`config.mk`:
```
export PLATFORM = sky130hd
export DESIGN_NAME = json_string_literal_decoder_top
export DESIGN_NICKNAME = d
export VERILOG_FILES = /design/src/rtl/core/jsld_pkg.sv /design/src/rtl/core/json_string_literal_decoder_top.sv /design/src/rtl/core/jsld_front.sv /design/src/rtl/core/jsld_queue.sv /design/src/rtl/core/jsld_back.sv
export VERILOG_INCLUDE_DIRS = /design/src /design/src/rtl/core
export SDC_FILE = /design/constraint.sdc
export NUM_CORES = 1
export LEC_CHECK = 0
export BUFFER_PORTS_ARGS = -buffer_cell sky130_fd_sc_hd__buf_2
export CAP_MARGIN = 20
export CORE_UTILIZATION = 50
export CTS_CLUSTER_SIZE = 10
export DETAILED_ROUTE_END_ITERATION = 8
export PLACE_DENSITY = 0.74
export SLEW_MARGIN = 0
export SYNTH_ARGS = -nofsm -noshare
export SYNTH_HDL_FRONTEND = slang
export SYNTH_SLANG_ARGS = --single-unit
export TNS_END_PERCENT = 50
```
`constraint.sdc`:
```
create_clock -name i_clk -period 13.31 [get_ports i_clk]
set_input_delay 1.331 -clock i_clk [delete_from_list [all_inputs] [get_ports i_clk]]
set_output_delay 1.331 -clock i_clk [all_outputs]
set_load 0.03 [all_outputs]
```
`src/rtl/core/json_string_literal_decoder_top_defines.svh`:
```
// Assertion macros for the JSON string decoder.
`ifndef JSON_STRING_LITERAL_DECODER_TOP_DEFINES_SVH
`define JSON_STRING_LITERAL_DECODER_TOP_DEFINES_SVH

// Consequent holds in the same cycle as the antecedent.
`define JSLD_ASSERT_NOW(label, clk, rst_n, ante, cons) \
    label: assert property (@(posedge clk) disable iff (!rst_n) (ante) |-> (cons)) \
        else $error("jsld: same-cycle check failed");

// Consequent holds in the cycle after the antecedent.
`define JSLD_ASSERT_NEXT(label, clk, rst_n, ante, cons) \
    label: assert property (@(posedge clk) disable iff (!rst_n) (ante) |=> (cons)) \
        else $error("jsld: next-cycle check failed");

`endif

```
`src/rtl/core/jsld_pkg.sv`:
```
// Shared types and constants for the JSON string decoder.
package jsld_pkg;

    localparam int COUNT_BITS_DEF  = 8;
    localparam int QUEUE_DEPTH_DEF = 4;

    localparam logic [7:0] MAX_LENGTH_RST = 8'd32;

    localparam logic [1:0] ST_BUSY = 2'd0;
    localparam logic [1:0] ST_DONE = 2'd1;
    localparam logic [1:0] ST_ERR  = 2'd2;

    typedef struct packed {
        logic [7:0] in_byte;
        logic       final_byte;
    } t_in;

    typedef struct packed {
        logic [7:0] out_byte;
        logic       byte_valid;
        logic [1:0] status;
        logic       run_last;
    } t_out;

    typedef struct packed {
        logic [3:0][7:0] bytes;
        logic [2:0]      count;
        logic [1:0]      status;
    } t_run;

    typedef struct packed {
        logic full;
        logic empty;
    } t_queue_flags;

endpackage

```
`src/rtl/core/json_string_literal_decoder_top.sv`:
```
// JSON string literal decoder: top level with config register and checks.
// Throughput: one input byte per cycle while the run queue has room.
// Output: one transfer per decoded byte, so a 4-byte sequence gives 4 transfers.
// A taken byte's run is queued, then popped into the back end's run register for output.
// Run queue of QUEUE_DEPTH entries decouples input from output stalls.
// Reset (synchronous, active low): idle awaiting opening quote, queue empty, max_length 32.
`include "json_string_literal_decoder_top_defines.svh"

module json_string_literal_decoder_top import jsld_pkg::*; #(
    parameter int COUNT_BITS  = COUNT_BITS_DEF,
    parameter int QUEUE_DEPTH = QUEUE_DEPTH_DEF
) (
    input  logic       i_clk,
    input  logic       i_rst_n,
    input  logic       i_cfg_we,
    input  logic [7:0] i_cfg_wdata,
    input  logic       i_valid,
    input  t_in        i_data,
    output logic       o_stall,
    output logic       o_valid,
    output t_out       o_data,
    input  logic       i_stall
);

    logic [7:0]   r_max_length;
    logic         w_fire;
    logic         w_push;
    logic         w_pop;
    t_run         w_run_in;
    t_run         w_run_out;
    t_queue_flags w_flags;

    assign o_stall = w_flags.full;
    assign w_fire  = i_valid && !w_flags.full;

    always_ff @(posedge i_clk) begin
        if (!i_rst_n) begin
            r_max_length <= MAX_LENGTH_RST;
        end else if (i_cfg_we) begin
            r_max_length <= i_cfg_wdata;
        end
    end

    jsld_front #(
        .COUNT_BITS (COUNT_BITS)
    ) u_front (
        .i_clk        (i_clk),
        .i_rst_n      (i_rst_n),
        .i_max_length (r_max_length),
        .i_fire       (w_fire),
        .i_data       (i_data),
        .o_run        (w_run_in),
        .o_push       (w_push)
    );

    jsld_queue #(
        .DEPTH (QUEUE_DEPTH)
    ) u_queue (
        .i_clk   (i_clk),
        .i_rst_n (i_rst_n),
        .i_push  (w_push),
        .i_run   (w_run_in),
        .i_pop   (w_pop),
        .o_run   (w_run_out),
        .o_flags (w_flags)
    );

    jsld_back u_back (
        .i_clk   (i_clk),
        .i_rst_n (i_rst_n),
        .i_flags (w_flags),
        .i_run   (w_run_out),
        .o_pop   (w_pop),
        .o_valid (o_valid),
        .o_data  (o_data),
        .i_stall (i_stall)
    );

    `JSLD_ASSERT_NOW(a_no_push_when_full, i_clk, i_rst_n, w_push, !w_flags.full)
    `JSLD_ASSERT_NOW(a_no_pop_when_empty, i_clk, i_rst_n, w_pop, !w_flags.empty)
    `JSLD_ASSERT_NEXT(a_pop_gives_valid, i_clk, i_rst_n, w_pop, o_valid)
    `JSLD_ASSERT_NOW(a_status_only_last, i_clk, i_rst_n, o_valid && (o_data.status != ST_BUSY), o_data.run_last)
    `JSLD_ASSERT_NOW(a_empty_run_has_status, i_clk, i_rst_n, o_valid && !o_data.byte_valid, o_data.run_last && (o_data.status != ST_BUSY))

endmodule

```
`src/rtl/core/jsld_front.sv`:
```
// Front end: per-byte decode of escapes and UTF-8 into output runs.
module jsld_front import jsld_pkg::*; #(
    parameter int COUNT_BITS = COUNT_BITS_DEF
) (
    input  logic       i_clk,
    input  logic       i_rst_n,
    input  logic [7:0] i_max_length,
    input  logic       i_fire,
    input  t_in        i_data,
    output t_run       o_run,
    output logic       o_push
);

    localparam int LW = ((COUNT_BITS > 8) ? COUNT_BITS : 8) + 1;
    localparam logic [LW-1:0] LIMIT = LW'((1 << COUNT_BITS) - 1);

    localparam logic [7:0] CH_QUOTE  = 8'h22;
    localparam logic [7:0] CH_BSLASH = 8'h5c;
    localparam logic [7:0] CH_SLASH  = 8'h2f;
    localparam logic [7:0] CH_U      = 8'h75;
    localparam logic [7:0] CH_B      = 8'h62;
    localparam logic [7:0] CH_F      = 8'h66;
    localparam logic [7:0] CH_N      = 8'h6e;
    localparam logic [7:0] CH_R      = 8'h72;
    localparam logic [7:0] CH_T      = 8'h74;

    typedef enum logic [3:0] {
        PH_IDLE, PH_TEXT, PH_ESC, PH_HEX_HI, PH_SLASH, PH_U, PH_HEX_LO, PH_CONT
    } t_phase;

    function automatic logic [4:0] f_hex(input logic [7:0] c);
        logic [4:0] h;
        if (c >= 8'h30 && c <= 8'h39) begin
            h = {1'b0, c[3:0]};
        end else if ((c >= 8'h61 && c <= 8'h66) || (c >= 8'h41 && c <= 8'h46)) begin
            h = {1'b0, 4'(c[3:0] + 4'd9)};
        end else begin
            h = 5'h10;
        end
        return h;
    endfunction

    function automatic logic [2:0] f_len(input logic [20:0] cp);
        logic [2:0] n;
        if (cp <= 21'h7f) begin
            n = 3'd1;
        end else if (cp <= 21'h7ff) begin
            n = 3'd2;
        end else if (cp <= 21'hffff) begin
            n = 3'd3;
        end else begin
            n = 3'd4;
        end
        return n;
    endfunction

    function automatic logic [3:0][7:0] f_enc(input logic [20:0] cp);
        logic [3:0][7:0] b;
        b = '0;
        unique case (f_len(cp))
            3'd1: begin
                b[0] = cp[7:0];
            end
            3'd2: begin
                b[0] = {3'b110, cp[10:6]};
                b[1] = {2'b10, cp[5:0]};
            end
            3'd3: begin
                b[0] = {4'b1110, cp[15:12]};
                b[1] = {2'b10, cp[11:6]};
                b[2] = {2'b10, cp[5:0]};
            end
            default: begin
                b[0] = {5'b11110, cp[20:18]};
                b[1] = {2'b10, cp[17:12]};
                b[2] = {2'b10, cp[11:6]};
                b[3] = {2'b10, cp[5:0]};
            end
        endcase
        return b;
    endfunction

    t_phase                r_phase, n_phase;
    logic [20:0]           r_cp, n_cp;
    logic [9:0]            r_hs, n_hs;
    logic [1:0]            r_dl, n_dl;
    logic [1:0]            r_cl, n_cl;
    logic [2:0]            r_sl, n_sl;
    logic [COUNT_BITS-1:0] r_be, n_be;

    logic [7:0]      w_c;
    logic [LW-1:0]   w_cap;
    logic [LW-1:0]   w_be_ext;
    logic [4:0]      w_hex;
    logic [15:0]     w_cp16;
    logic [20:0]     w_cont;
    logic [20:0]     w_enc_cp;
    logic            w_emit;
    logic            w_chk;
    logic [2:0]      w_len;
    logic [3:0][7:0] w_bytes;
    logic [2:0]      w_nb;
    logic [1:0]      w_st;
    logic [2:0]      w_lead_n;
    logic [4:0]      w_lead_bits;
    logic            w_lead_ok;
    logic [7:0]      w_esc;
    logic            w_esc_ok;

    assign w_c      = i_data.in_byte;
    assign w_cap    = (LW'(i_max_length) < LIMIT) ? LW'(i_max_length) : LIMIT;
    assign w_be_ext = LW'(r_be);
    assign w_hex    = f_hex(w_c);
    assign w_cp16   = {r_cp[11:0], w_hex[3:0]};
    assign w_cont   = {r_cp[14:0], w_c[5:0]};

    always_comb begin
        w_lead_ok   = 1'b1;
        w_lead_n    = 3'd2;
        w_lead_bits = {w_c[4:0]};
        if (w_c >= 8'hc2 && w_c <= 8'hdf) begin
            w_lead_n    = 3'd2;
            w_lead_bits = w_c[4:0];
        end else if (w_c >= 8'he0 && w_c <= 8'hef) begin
            w_lead_n    = 3'd3;
            w_lead_bits = {1'b0, w_c[3:0]};
        end else if (w_c >= 8'hf0 && w_c <= 8'hf4) begin
            w_lead_n    = 3'd4;
            w_lead_bits = {2'b00, w_c[2:0]};
        end else begin
            w_lead_ok = 1'b0;
        end
    end

    always_comb begin
        w_esc_ok = 1'b1;
        w_esc    = w_c;
        priority if (w_c == CH_QUOTE || w_c == CH_BSLASH || w_c == CH_SLASH) begin
            w_esc = w_c;
        end else if (w_c == CH_B) begin
            w_esc = 8'h08;
        end else if (w_c == CH_F) begin
            w_esc = 8'h0c;
        end else if (w_c == CH_N) begin
            w_esc = 8'h0a;
        end else if (w_c == CH_R) begin
            w_esc = 8'h0d;
        end else if (w_c == CH_T) begin
            w_esc = 8'h09;
        end else begin
            w_esc_ok = 1'b0;
        end
    end

    always_comb begin
        n_phase  = r_phase;
        n_cp     = r_cp;
        n_hs     = r_hs;
        n_dl     = r_dl;
        n_cl     = r_cl;
        n_sl     = r_sl;
        w_st     = ST_BUSY;
        w_emit   = 1'b0;
        w_chk    = 1'b0;
        w_enc_cp = 21'(w_c);
        unique case (r_phase)
            PH_IDLE: begin
                if (w_c == CH_QUOTE) begin
                    n_phase = PH_TEXT;
                end else begin
                    w_st = ST_ERR;
                end
            end
            PH_TEXT: begin
                priority if (w_c == CH_QUOTE) begin
                    w_st = ST_DONE;
                end else if (w_c < 8'h20) begin
                    w_st = ST_ERR;
                end else if (w_c == CH_BSLASH) begin
                    n_phase = PH_ESC;
                end else if (w_c[7]) begin
                    if (!w_lead_ok || (w_be_ext + LW'(w_lead_n) > w_cap)) begin
                        w_st = ST_ERR;
                    end else begin
                        n_cp    = 21'(w_lead_bits);
                        n_sl    = w_lead_n;
                        n_cl    = 2'(w_lead_n - 3'd1);
                        n_phase = PH_CONT;
                    end
                end else begin
                    w_emit   = 1'b1;
                    w_chk    = 1'b1;
                    w_enc_cp = 21'(w_c);
                end
            end
            PH_ESC: begin
                if (w_c == CH_U) begin
                    n_phase = PH_HEX_HI;
                    n_dl    = 2'd3;
                    n_cp    = '0;
                end else if (!w_esc_ok) begin
                    w_st = ST_ERR;
                end else begin
                    w_emit   = 1'b1;
                    w_chk    = 1'b1;
                    w_enc_cp = 21'(w_esc);
                    n_phase  = PH_TEXT;
                end
            end
            PH_HEX_HI, PH_HEX_LO: begin
                if (w_hex[4]) begin
                    w_st = ST_ERR;
                end else begin
                    n_cp = 21'(w_cp16);
                    if (r_dl != 2'd0) begin
                        n_dl = r_dl - 2'd1;
                    end else if (r_phase == PH_HEX_HI) begin
                        priority if (w_cp16 >= 16'hd800 && w_cp16 <= 16'hdbff) begin
                            n_hs    = w_cp16[9:0];
                            n_phase = PH_SLASH;
                        end else if (w_cp16 >= 16'hdc00) begin
                            if (w_cp16 <= 16'hdfff) begin
                                w_st = ST_ERR;
                            end else begin
                                w_emit   = 1'b1;
                                w_chk    = 1'b1;
                                w_enc_cp = 21'(w_cp16);
                                n_phase  = PH_TEXT;
                            end
                        end else begin
                            w_emit   = 1'b1;
                            w_chk    = 1'b1;
                            w_enc_cp = 21'(w_cp16);
                            n_phase  = PH_TEXT;
                        end
                    end else begin
                        if (w_cp16 < 16'hdc00 || w_cp16 > 16'hdfff) begin
                            w_st = ST_ERR;
                        end else begin
                            w_emit   = 1'b1;
                            w_chk    = 1'b1;
                            w_enc_cp = 21'h10000 + {1'b0, r_hs, w_cp16[9:0]};
                            n_phase  = PH_TEXT;
                        end
                    end
                end
            end
            PH_SLASH: begin
                if (w_c == CH_BSLASH) begin
                    n_phase = PH_U;
                end else begin
                    w_st = ST_ERR;
                end
            end
            PH_U: begin
                if (w_c == CH_U) begin
                    n_phase = PH_HEX_LO;
                    n_dl    = 2'd3;
                    n_cp    = '0;
                end else begin
                    w_st = ST_ERR;
                end
            end
            PH_CONT: begin
                if (w_c[7:6] != 2'b10) begin
                    w_st = ST_ERR;
                end else begin
                    n_cp = w_cont;
                    if (r_cl > 2'd1) begin
                        n_cl = r_cl - 2'd1;
                    end else begin
                        n_cl = 2'd0;
                        if ((r_sl == 3'd2 && w_cont < 21'h80) ||
                            (r_sl == 3'd3 && w_cont < 21'h800) ||
                            (r_sl == 3'd4 && w_cont < 21'h10000) ||
                            (w_cont >= 21'hd800 && w_cont <= 21'hdfff) ||
                            (w_cont > 21'h10ffff)) begin
                            w_st = ST_ERR;
                        end else begin
                            w_emit   = 1'b1;
                            w_enc_cp = w_cont;
                            n_phase  = PH_TEXT;
                        end
                    end
                end
            end
            default: begin
                w_st = ST_ERR;
            end
        endcase

        w_len   = f_len(w_enc_cp);
        w_bytes = f_enc(w_enc_cp);
        w_nb    = 3'd0;
        if (w_emit) begin
            if ((w_enc_cp >= 21'h80 && w_enc_cp <= 21'h9f) ||
                (w_chk && (w_be_ext + LW'(w_len) > w_cap))) begin
                w_st = ST_ERR;
            end else begin
                w_nb = w_len;
            end
        end

        if (w_st == ST_BUSY && i_data.final_byte && n_phase != PH_IDLE) begin
            w_st = ST_ERR;
        end

        n_be = r_be + COUNT_BITS'(w_nb);

        if (w_st != ST_BUSY) begin
            n_phase = PH_IDLE;
            n_cp    = '0;
            n_hs    = '0;
            n_dl    = '0;
            n_cl    = '0;
            n_sl    = '0;
            n_be    = '0;
        end
    end

    assign o_run.bytes  = w_bytes;
    assign o_run.count  = w_nb;
    assign o_run.status = w_st;
    assign o_push       = i_fire && (w_nb != 3'd0 || w_st != ST_BUSY);

    always_ff @(posedge i_clk) begin
        if (!i_rst_n) begin
            r_phase <= PH_IDLE;
            r_cp    <= '0;
            r_hs    <= '0;
            r_dl    <= '0;
            r_cl    <= '0;
            r_sl    <= '0;
            r_be    <= '0;
        end else if (i_fire) begin
            r_phase <= n_phase;
            r_cp    <= n_cp;
            r_hs    <= n_hs;
            r_dl    <= n_dl;
            r_cl    <= n_cl;
            r_sl    <= n_sl;
            r_be    <= n_be;
        end
    end

endmodule

```
`src/rtl/core/jsld_queue.sv`:
```
// Run queue between the decode front end and the output serialiser.
module jsld_queue import jsld_pkg::*; #(
    parameter int DEPTH = QUEUE_DEPTH_DEF
) (
    input  logic         i_clk,
    input  logic         i_rst_n,
    input  logic         i_push,
    input  t_run         i_run,
    input  logic         i_pop,
    output t_run         o_run,
    output t_queue_flags o_flags
);

    localparam int PW = (DEPTH > 1) ? $clog2(DEPTH) : 1;
    localparam int CW = $clog2(DEPTH + 1);
    localparam logic [PW-1:0] LAST_PTR = PW'(DEPTH - 1);

    t_run          r_mem [DEPTH];
    logic [PW-1:0] r_head;
    logic [PW-1:0] r_tail;
    logic [CW-1:0] r_count;

    assign o_run         = r_mem[r_head];
    assign o_flags.full  = (r_count == CW'(DEPTH));
    assign o_flags.empty = (r_count == '0);

    always_ff @(posedge i_clk) begin
        if (i_push) begin
            r_mem[r_tail] <= i_run;
        end
    end

    always_ff @(posedge i_clk) begin
        if (!i_rst_n) begin
            r_head  <= '0;
            r_tail  <= '0;
            r_count <= '0;
        end else begin
            if (i_push) begin
                r_tail <= (r_tail == LAST_PTR) ? '0 : r_tail + PW'(1);
            end
            if (i_pop) begin
                r_head <= (r_head == LAST_PTR) ? '0 : r_head + PW'(1);
            end
            if (i_push && !i_pop) begin
                r_count <= r_count + CW'(1);
            end else if (i_pop && !i_push) begin
                r_count <= r_count - CW'(1);
            end
        end
    end

endmodule

```
`src/rtl/core/jsld_back.sv`:
```
// Back end: serialise each run into one output transfer per byte, or one status-only transfer for a run with no bytes.
module jsld_back import jsld_pkg::*; (
    input  logic         i_clk,
    input  logic         i_rst_n,
    input  t_queue_flags i_flags,
    input  t_run         i_run,
    output logic         o_pop,
    output logic         o_valid,
    output t_out         o_data,
    input  logic         i_stall
);

    logic       r_busy;
    t_run       r_run;
    logic [1:0] r_idx;

    logic w_fire;
    logic w_last;

    assign w_fire = r_busy && !i_stall;
    assign w_last = (r_run.count == 3'd0) || ({1'b0, r_idx} + 3'd1 == r_run.count);
    assign o_pop  = (!r_busy || (w_fire && w_last)) && !i_flags.empty;

    assign o_valid           = r_busy;
    assign o_data.out_byte   = (r_run.count == 3'd0) ? 8'd0 : r_run.bytes[r_idx];
    assign o_data.byte_valid = (r_run.count != 3'd0);
    assign o_data.status     = w_last ? r_run.status : ST_BUSY;
    assign o_data.run_last   = w_last;

    always_ff @(posedge i_clk) begin
        if (!i_rst_n) begin
            r_busy <= 1'b0;
            r_idx  <= '0;
        end else if (o_pop) begin
            r_busy <= 1'b1;
            r_idx  <= '0;
        end else if (w_fire && w_last) begin
            r_busy <= 1'b0;
        end else if (w_fire) begin
            r_idx <= r_idx + 2'd1;
        end
    end

    always_ff @(posedge i_clk) begin
        if (o_pop) begin
            r_run <= i_run;
        end
    end

endmodule
```
==> results_dict.tcl <==
set metrics [dict create \
    status "finished, final reports clean" \
    hold_viol_final 0 \
    postRouteAntennaNets 0 \
    use_met2_pct 40.0 \
    clkLatencyLatePin_ns 0.55 \
    power.switching_uw 617 \
    pwr-share-seq_pct 44.7 \
    grt_setup_unrepaired "no" \
    final_area_um2 13800 \
    p_leak_nw 4.85 \
    synth_seq_cells 232 \
    layout_commonest_cell "edfxtp_1" \
    grtUsageMet1_pct 32.3 \
    dieWidth_um 161 \
    placed_area_um2 13000 \
    ctsHoldBuffers 0 \
    finalMaxSlewViolations 0 \
    synth_edf_count 170 \
    htreeDepth 1 \
    critPathKind "in2reg" \
    async_reset_ff_share_pct 0 \
    cpMostUsedCell "ha_1" \
    arrival_ns 8.51 \
    synth_area_leaders "edfxtp_1, dfxtp_1, mux4_2" \
    fmax_ghz 0.124 \
    drv_cap 0 \
    ys_types 96 \
    slew-limit-headroom_pct 27.6 \
    cts_tree "built" \
    hold_path_class "reg2reg" \
    r2r_cells 28 \
    holdWs_ns 0.484 \
    cts.sinks 232 \
    dieArea_um2 25900 \
    cp_max_fo 8 \
    num_vias 8970 \
    startpoint_type "input port" \
    wire_per_inst_um 21.3 \
    ys_seq_area_share_pct 50.3 \
    num_rows 57 \
    p_int_mw 1.54 \
    setup_viol 0 \
    grt_pass1_wl_um 48000 \
    cts_resized 0 \
    fin_crit_sh_pct 60.5 \
    routed_wl_um 30700 \
    dpl.hpwl_um 21200 \
    min_path_cells 2 \
    clkTransAtPathRegs_ns 0.05 \
    coreArea_um2 24500 \
    yosysTopAreaCell "edfxtp_1" \
    powerDensity_nw_per_um2 156 \
    pin_count 36 \
    fin_crit_ns 8.05 \
    numCtsBuffers 28 \
    vdd_ir_drop_max_mv 0.119 \
    gr-total-overflow 0 \
    cts_buffer_depth 3 \
    clkPwrFrac_pct 32.2 \
    area_growth_syn_to_layout_pct 9.53 \
    crit_cells 32 \
    viasPerCell 6.24 \
    netlist_area_um2 12600 \
    swShare_pct 28.7 \
    drcViolationCount 0 \
    worst_pin_slew_ns 1.08 \
    synthCells 1091 \
    portBuffers 35 \
    critical_path.top_delay_family "simple AND/OR/NAND/NOR gates" \
    avgSynthCellArea_um2 11.6 \
    fin_skew_ns 0.0174 \
    start_util_pct 51.4 \
    synth_flop_cell "edfxtp_1" \
    track_usage_pct 23.7 \
    cp_slowest_cell "or4_4" \
    die_h_um 161 \
    max_stage_delay_ns 0.59 \
    cts_setup_buffers 0 \
    final_nets 1157 \
    ys.warnings.count 0 \
    synth_top_area_share_pct 40.5 \
    routabilityCongestion 0.966 \
    busiest_layer "met2" \
    grt_pass1_vias 8499 \
    tns_ns 0 \
    final_cell_mix "edfxtp_1, nand2_1, nor2_1" \
    use_met3_pct 3.23 \
    grt_max_degree 75 \
    dr.pass1.iters 6 \
    drt_iter0_drc 814 \
    syn_nets 1156 \
    diodes 0 \
    critPathRequiredTime_ns 13.77 \
    pwr-share-comb_pct 23.1 \
    antenna_found_initial 0 \
    endpoint_kind "flip-flop" \
    dp_cells 1386 \
    fin_cells 1437 \
    layout-drive-gt1-share_pct 14.6 \
    clockRootBuffer "clkbuf_16" \
    path_buf_inv 3 \
]
==> layer usage <==
layer  wire (um)  share of wire, %
met2       14800                48
met5           0                 0
met3        1740               5.7
met1       13400                44
met4         773               2.5
==> state kept, by name, summed over array words and instances, names as in the netlist, 3 cells and up <==
name and flops:
u_front.r_cp 15, u_queue.r_mem 136, u_queue.r_count 3, u_front.r_phase 4, u_front.r_be 8, u_back.r_run 34, r_max_length 8, u_front.r_sl 3
u_front.r_hs 10
==> Yosys cell counts (all sizes together) (12+ instances only) <==
| library cell | count |
|---|---|
| o211ai | 16 |
| nor2b | 43 |
| o31ai | 12 |
| mux4 | 41 |
| ha | 39 |
| inv | 39 |
| o21ai | 45 |
| mux2i | 16 |
| edfxtp | 170 |
| dfxtp | 62 |
| nor2 | 66 |
| nand3 | 29 |
| o21a | 19 |
| nor3 | 21 |
| nand4 | 15 |
| nor4 | 22 |
| buf | 27 |
| a21oi | 42 |
| nand2 | 68 |
| clkbuf | 54 |
| xnor2 | 15 |
| nor3b | 18 |
| and2 | 13 |
| a22oi | 18 |
==> power by group through the flow <==
stage                     sequential (mW)  clock (mW)  combinational, mW
after detailed placement            0.979           0              0.503
after global routing                0.974       0.733              0.538
final                               0.963       0.694              0.497
after global placement              0.970           0              0.496
after floorplan                     0.955           0              0.393
after CTS                           0.966       0.706              0.505
==> layout make-up <==
type                    count  area (um^2)
clock buffers              48          807
clock inverters             3         43.8
fillers                  2020        10700
inverters                  39          146
multi-input cells         739         5760
flip-flops and latches    232         6350
well taps                 324          405
repair buffers             52          303
==> worst reg2reg max path, delay by kind of cell, from the launching register on <==
| kind | cells | cell delay, ns |
|---|---|---|
| AO/OA/AOI/OAI | 11 | 2.87 |
| buffers and inverters | 3 | 0.92 |
| adder cells (fa/ha/maj) | 4 | 1.06 |
| XOR/XNOR | 2 | 0.29 |
| flip-flops | 1 | 0.79 |
| AND/OR/NAND/NOR | 8 | 1.52 |
==> metrics by stage <==
step	power (mW)	setup WS [ns]	util (%)
finish	2.15	5.26	56.3
global route	2.25	4.62	56.3
CTS	2.18	5.36	56.3
detailed placement	1.48	4.81	52.8
global placement	1.47	5.06	52.8
floorplan	1.35	5.82	-
==> kinds of logic (layout without fill, tap and decap cells) <==
family          Yosys count  in the layout  share of synthesized area, %
fa+ha+maj                44             44                          4.58
simple gates            368            368                          16.7
compound gates          245            245                          14.1
buf+inv                 120            142                          4.00
xor+xnor                 25             25                          1.74
mux                      57             57                          8.59
flops                   232            232                          50.3
==> final timing paths <==
| check | start | end | slack [ns] |
|---|---|---|---|
| hold / removal | u_front.r_dl[1]$_SDFFE_PN0P_ | u_front.r_dl[1]$_SDFFE_PN0P_ | 0.48 |
| setup reg to reg | u_front.r_phase[2]$_SDFFE_PN0P_ | u_front.r_be[7]$_SDFFE_PN0P_ | 5.78 |
| hold reg to reg | u_front.r_dl[1]$_SDFFE_PN0P_ | u_front.r_dl[1]$_SDFFE_PN0P_ | 0.48 |
| setup / recovery | i_data[1] | u_front.r_be[7]$_SDFFE_PN0P_ | 5.26 |
(Power assumes the default switching activity.)
